==> src/sv/alir_pkg.sv <==
`timescale 1ns / 1ps
// ----------------------------------------------------------------------------
// alir_pkg: shared types for the array list
// Operation and status codes, transfer payloads and the decode result.
// ----------------------------------------------------------------------------
package alir_pkg;

  typedef enum logic [2:0] {
    OP_INS_HEAD = 3'd0,
    OP_INS_TAIL = 3'd1,
    OP_INS_POS  = 3'd2,
    OP_REM_HEAD = 3'd3,
    OP_REM_TAIL = 3'd4,
    OP_REM_POS  = 3'd5
  } op_t;

  typedef enum logic [1:0] {
    ST_OK    = 2'd0,
    ST_FULL  = 2'd1,
    ST_EMPTY = 2'd2,
    ST_RANGE = 2'd3
  } status_t;

  typedef struct packed {
    logic [2:0]  operation;
    logic [8:0]  position;
    logic [31:0] entry_value;
  } in_t;

  typedef struct packed {
    logic [31:0] removed_value;
    logic [1:0]  status;
    logic [8:0]  entry_count;
  } out_t;

  typedef struct packed {
    logic    ins;
    logic    rem;
    status_t status;
  } dec_t;

endpackage

==> src/sv/alir_decode.sv <==
`timescale 1ns / 1ps
// ----------------------------------------------------------------------------
// alir_decode: operation decode and bounds check
// Resolves the target index of an operation and its status against the count.
// ----------------------------------------------------------------------------
module alir_decode #(
  parameter int DEPTH = 256
) (
  input  alir_pkg::in_t                  item,
  input  logic [$clog2(DEPTH+1)-1:0]     count,
  output alir_pkg::dec_t                 dec,
  output logic [$clog2(DEPTH)-1:0]       at
);

  localparam int CNT_W  = $clog2(DEPTH + 1);
  localparam int ADDR_W = $clog2(DEPTH);
  localparam int PW     = (CNT_W > 9) ? CNT_W : 9;

  logic             full;
  logic             empty;
  logic [PW-1:0]    pos_w;
  logic [PW-1:0]    cnt_w;
  logic [CNT_W-1:0] cnt_dec;

  assign full    = (count == CNT_W'(DEPTH));
  assign empty   = (count == '0);
  assign pos_w   = PW'(item.position);
  assign cnt_w   = PW'(count);
  assign cnt_dec = count - 1'b1;

  always_comb begin
    dec.ins    = 1'b0;
    dec.rem    = 1'b0;
    dec.status = alir_pkg::ST_OK;
    at         = '0;
    case (alir_pkg::op_t'(item.operation))
      alir_pkg::OP_INS_HEAD: begin
        if (full) dec.status = alir_pkg::ST_FULL;
        else      dec.ins    = 1'b1;
      end
      alir_pkg::OP_INS_TAIL: begin
        at = count[ADDR_W-1:0];
        if (full) dec.status = alir_pkg::ST_FULL;
        else      dec.ins    = 1'b1;
      end
      alir_pkg::OP_INS_POS: begin
        at = pos_w[ADDR_W-1:0];
        if (full)               dec.status = alir_pkg::ST_FULL;
        else if (pos_w > cnt_w) dec.status = alir_pkg::ST_RANGE;
        else                    dec.ins    = 1'b1;
      end
      alir_pkg::OP_REM_HEAD: begin
        if (empty) dec.status = alir_pkg::ST_EMPTY;
        else       dec.rem    = 1'b1;
      end
      alir_pkg::OP_REM_TAIL: begin
        at = cnt_dec[ADDR_W-1:0];
        if (empty) dec.status = alir_pkg::ST_EMPTY;
        else       dec.rem    = 1'b1;
      end
      alir_pkg::OP_REM_POS: begin
        at = pos_w[ADDR_W-1:0];
        if (empty)               dec.status = alir_pkg::ST_EMPTY;
        else if (pos_w >= cnt_w) dec.status = alir_pkg::ST_RANGE;
        else                     dec.rem    = 1'b1;
      end
      default: begin
      end
    endcase
  end

endmodule
==> config.mk <==
export PLATFORM = sky130hd
export DESIGN_NAME = alir_decode
export DESIGN_NICKNAME = d
export VERILOG_FILES = /design/src/sv/alir_pkg.sv /design/src/sv/alir_decode.sv
export SDC_FILE = /design/constraint.sdc
export NUM_CORES = 1
export LEC_CHECK = 0
export ABC_AREA = 1
export BUFFER_PORTS_ARGS = -buffer_cell sky130_fd_sc_hd__buf_4
export CAP_MARGIN = 5
export CORE_MARGIN = 3
export CORE_UTILIZATION = 28
export DETAILED_ROUTE_END_ITERATION = 8
export GPL_TIMING_DRIVEN = 0
export PLACE_DENSITY = 0.61
export SYNTH_ARGS = -nofsm -noshare
export SYNTH_HDL_FRONTEND = slang
export SYNTH_SLANG_ARGS = --single-unit
==> constraint.sdc <==
create_clock -name vclk -period 1.6
set_input_delay 0.16 -clock vclk [all_inputs]
set_output_delay 0.16 -clock vclk [all_outputs]
set_load 0.01 [all_outputs]
==> impl_metrics.json <==
{
  "status": "finished, final reports clean",
  "routed_via_density": 4.784,
  "die_height_um": 55.31,
  "maximum_capacitance_violations": 0,
  "floorplan.initialDensity": 0.3019,
  "synthSimpleGateAreaFrac": 0.4412,
  "criticalPathCategory": "input port to primary output",
  "via_count": 909,
  "horizontal_extent_of_the_die_um": 55.31,
  "grt_start_max_net_pins": 9,
  "p_sw_frac": 0.5353,
  "numPortBuffers": 33,
  "report.final.slew_viol_count": 0,
  "leftover_overflow_at_the_end_of_global_routing": 0,
  "crit_arrival_ns": 1.36,
  "static-leakage-power_nw": 0.5776,
  "min-delay-path-class": "input port to primary output",
  "timing.max_slew.rel_slack": 0.7748,
  "grt_pass1_wl_um": 3332,
  "detail_route.drc_violations": 0,
  "placement_rows": 17,
  "p_switching_mw": 0.1582,
  "sequential_cell_area_fraction_in_the_yosys_report": 0,
  "preCtsSetupSlack_ns": 0.01630,
  "firstDrtPassIters": 4,
  "timing.critical_path.fanout_max": 3,
  "cell_internal_pwr_mw": 0.1374,
  "rsz_0062_raised_after_global_routing": "true",
  "hold_slack_ns": 0.6385,
  "vias_in_the_first_global_route": 807,
  "area_growth_from_synthesis_to_layout_pct": 63.60,
  "tightestPinTransition_ns": 0.3369,
  "antenna-diode-count": 0,
  "final.period_utilization": 0.9514,
  "power_density_nw_per_um2": 265.4,
  "syn_area_per_cell_um2": 5.276,
  "data_required_time_of_the_critical_path_ns": 1.44,
  "drt_iter0_markers": 15,
  "synth_xor_area_frac": 0,
  "place.detailed.hpwl_um": 1663,
  "synth_nets": 192,
  "setup.worst_path.end_class": "primary output",
  "fin_tns_setup_ns": 0,
  "synth_cell_types": 18,
  "avgRoutedWirePerCell_um": 11.35,
  "routed_wirelength_um": 2157,
  "dominant_combinational_cell_family_by_area_after_synthesis": "simple AND/OR/NAND/NOR gates",
  "count_of_final_setup_violators": 0,
  "portion_of_netlist_area_occupied_by_mux_cells": 0,
  "vdd_drop_max_uv": 119.1,
  "yosysWarningCount": 0,
  "clockBufferCount": 0,
  "share_seq_of_total_power": 0,
  "type_of_origin_of_the_critical_path": "input port",
  "drive_gt1_frac": 0.4753,
  "core-area_um2": 2255,
  "gp_congestion": 0.8078,
  "layout.filler_cells": 251,
  "fin_ws_ns": 0.07780,
  "track_usage": 0.1232,
  "num_io_pins": 65,
  "antenna_found_initial": 0,
  "cts.repair_timing.setup_buffer_count": 0,
  "layout.nets": 227,
  "die_area_um2": 3059,
  "synthesis.instances": 129,
  "power_share_of_the_clock_group": 0,
  "combPwrFrac": 1.000,
  "post_synthesis_compound_gate_area_fraction": 0.2261,
  "timing_hold_violations_final": 0,
  "syn_area_um2": 680.7,
  "final.min_clock_period_ns": 1.522,
  "seq_cells": 0,
  "achievable-frequency_mhz": 656.9,
  "area_occupied_by_registers_um2": 0,
  "postRouteAntennaNets": 0,
  "synth-adder-area-share": 0.1838
}
==> power by group through the flow <==
stage                     sequential [mW]  combinational [mW]  clock [mW]
after CTS                               0               0.247           0
after floorplan                         0               0.132           0
after global routing                    0               0.332           0
after detailed placement                0               0.246           0
final                                   0               0.296           0
after global placement                  0               0.242           0
==> path summary, 6_finish.rpt <==
| path | from | end | slack (ns) | cells after the start |
|---|---|---|---|---|
| setup / recovery | item[39] | dec[0] | 0.08 | 11 |
| hold / removal | item[39] | at[7] | 0.64 | 4 |
==> worst max-delay path: stages <==
cell and delay [ns]:
buf_4 0.12, ha_1 0.28, nand2_1 0.07, inv_2 0.05, nand2_4 0.08, nor2_2 0.04
nor2_2 0.15, nand3_2 0.13, nand2_1 0.09, nand3_1 0.06, buf_4 0.14
==> Yosys cell counts, drive strengths merged <==
master	count	area, um2
nand2	35	141.4
inv	27	101.4
nor2	19	83.83
nand3	11	65.06
ha	10	125.1
o21ai	9	45.04
a21oi	8	40.04
o211ai	4	30.03
a22oi	3	22.52
a21o	1	7.510
nor3	1	10.01
o221ai	1	8.760
==> cell families (layout without fill, tap and decap cells) <==
family	Yosys count	after routing
AOI/OAI and AO/OA	26	26
and+or+nand+nor	66	66
adders and majority gates	10	10
buffers and inverters	27	60
==> routing by layer <==
layer  global-route usage  wire [um]  up-vias
met1               0.1653        961      399
met5                    0          0        -
met2               0.2179       1095       24
met4             0.006944          0        0
met3              0.01636        101        0
li1                     -          -      486
==> stage by stage <==
stage | total power, mW | instance area [um2] | std cells | utilization
after floorplan | 0.1319 | 680.7 | 129 | -
after global placement | 0.2425 | 963.4 | 190 | 0.4273
after global routing | 0.3323 | 1114 | 190 | 0.4939
after detailed placement | 0.2463 | 963.4 | 190 | 0.4273
final | 0.2956 | 1114 | 190 | 0.4939
after CTS | 0.2474 | 963.4 | 190 | 0.4273
==> cell usage in the layout, fill, tap and decap left out, drive strengths merged <==
master     n
a21o       1
a21oi      8
a22oi      3
buf       33
clkinvlp   1
ha        10
inv       26
nand2     35
nand3     11
nor2      19
nor3       1
o211ai     4
o21ai      9
o221ai     1
==> what timing repair did <==
item	4_1_cts	5_1_grt
gates resized for setup	0	38
hold buffers	0	0
setup endpoints to repair	0	5
==> final cells by class <==
type	count	area [um2]	area share
inverter	27	112.6	0.1011
multi-input combinational	102	710.7	0.6382
tap	28	35.03	0.03146
timing repair buffer	33	255.2	0.2292
(Power assumes the default switching activity.)
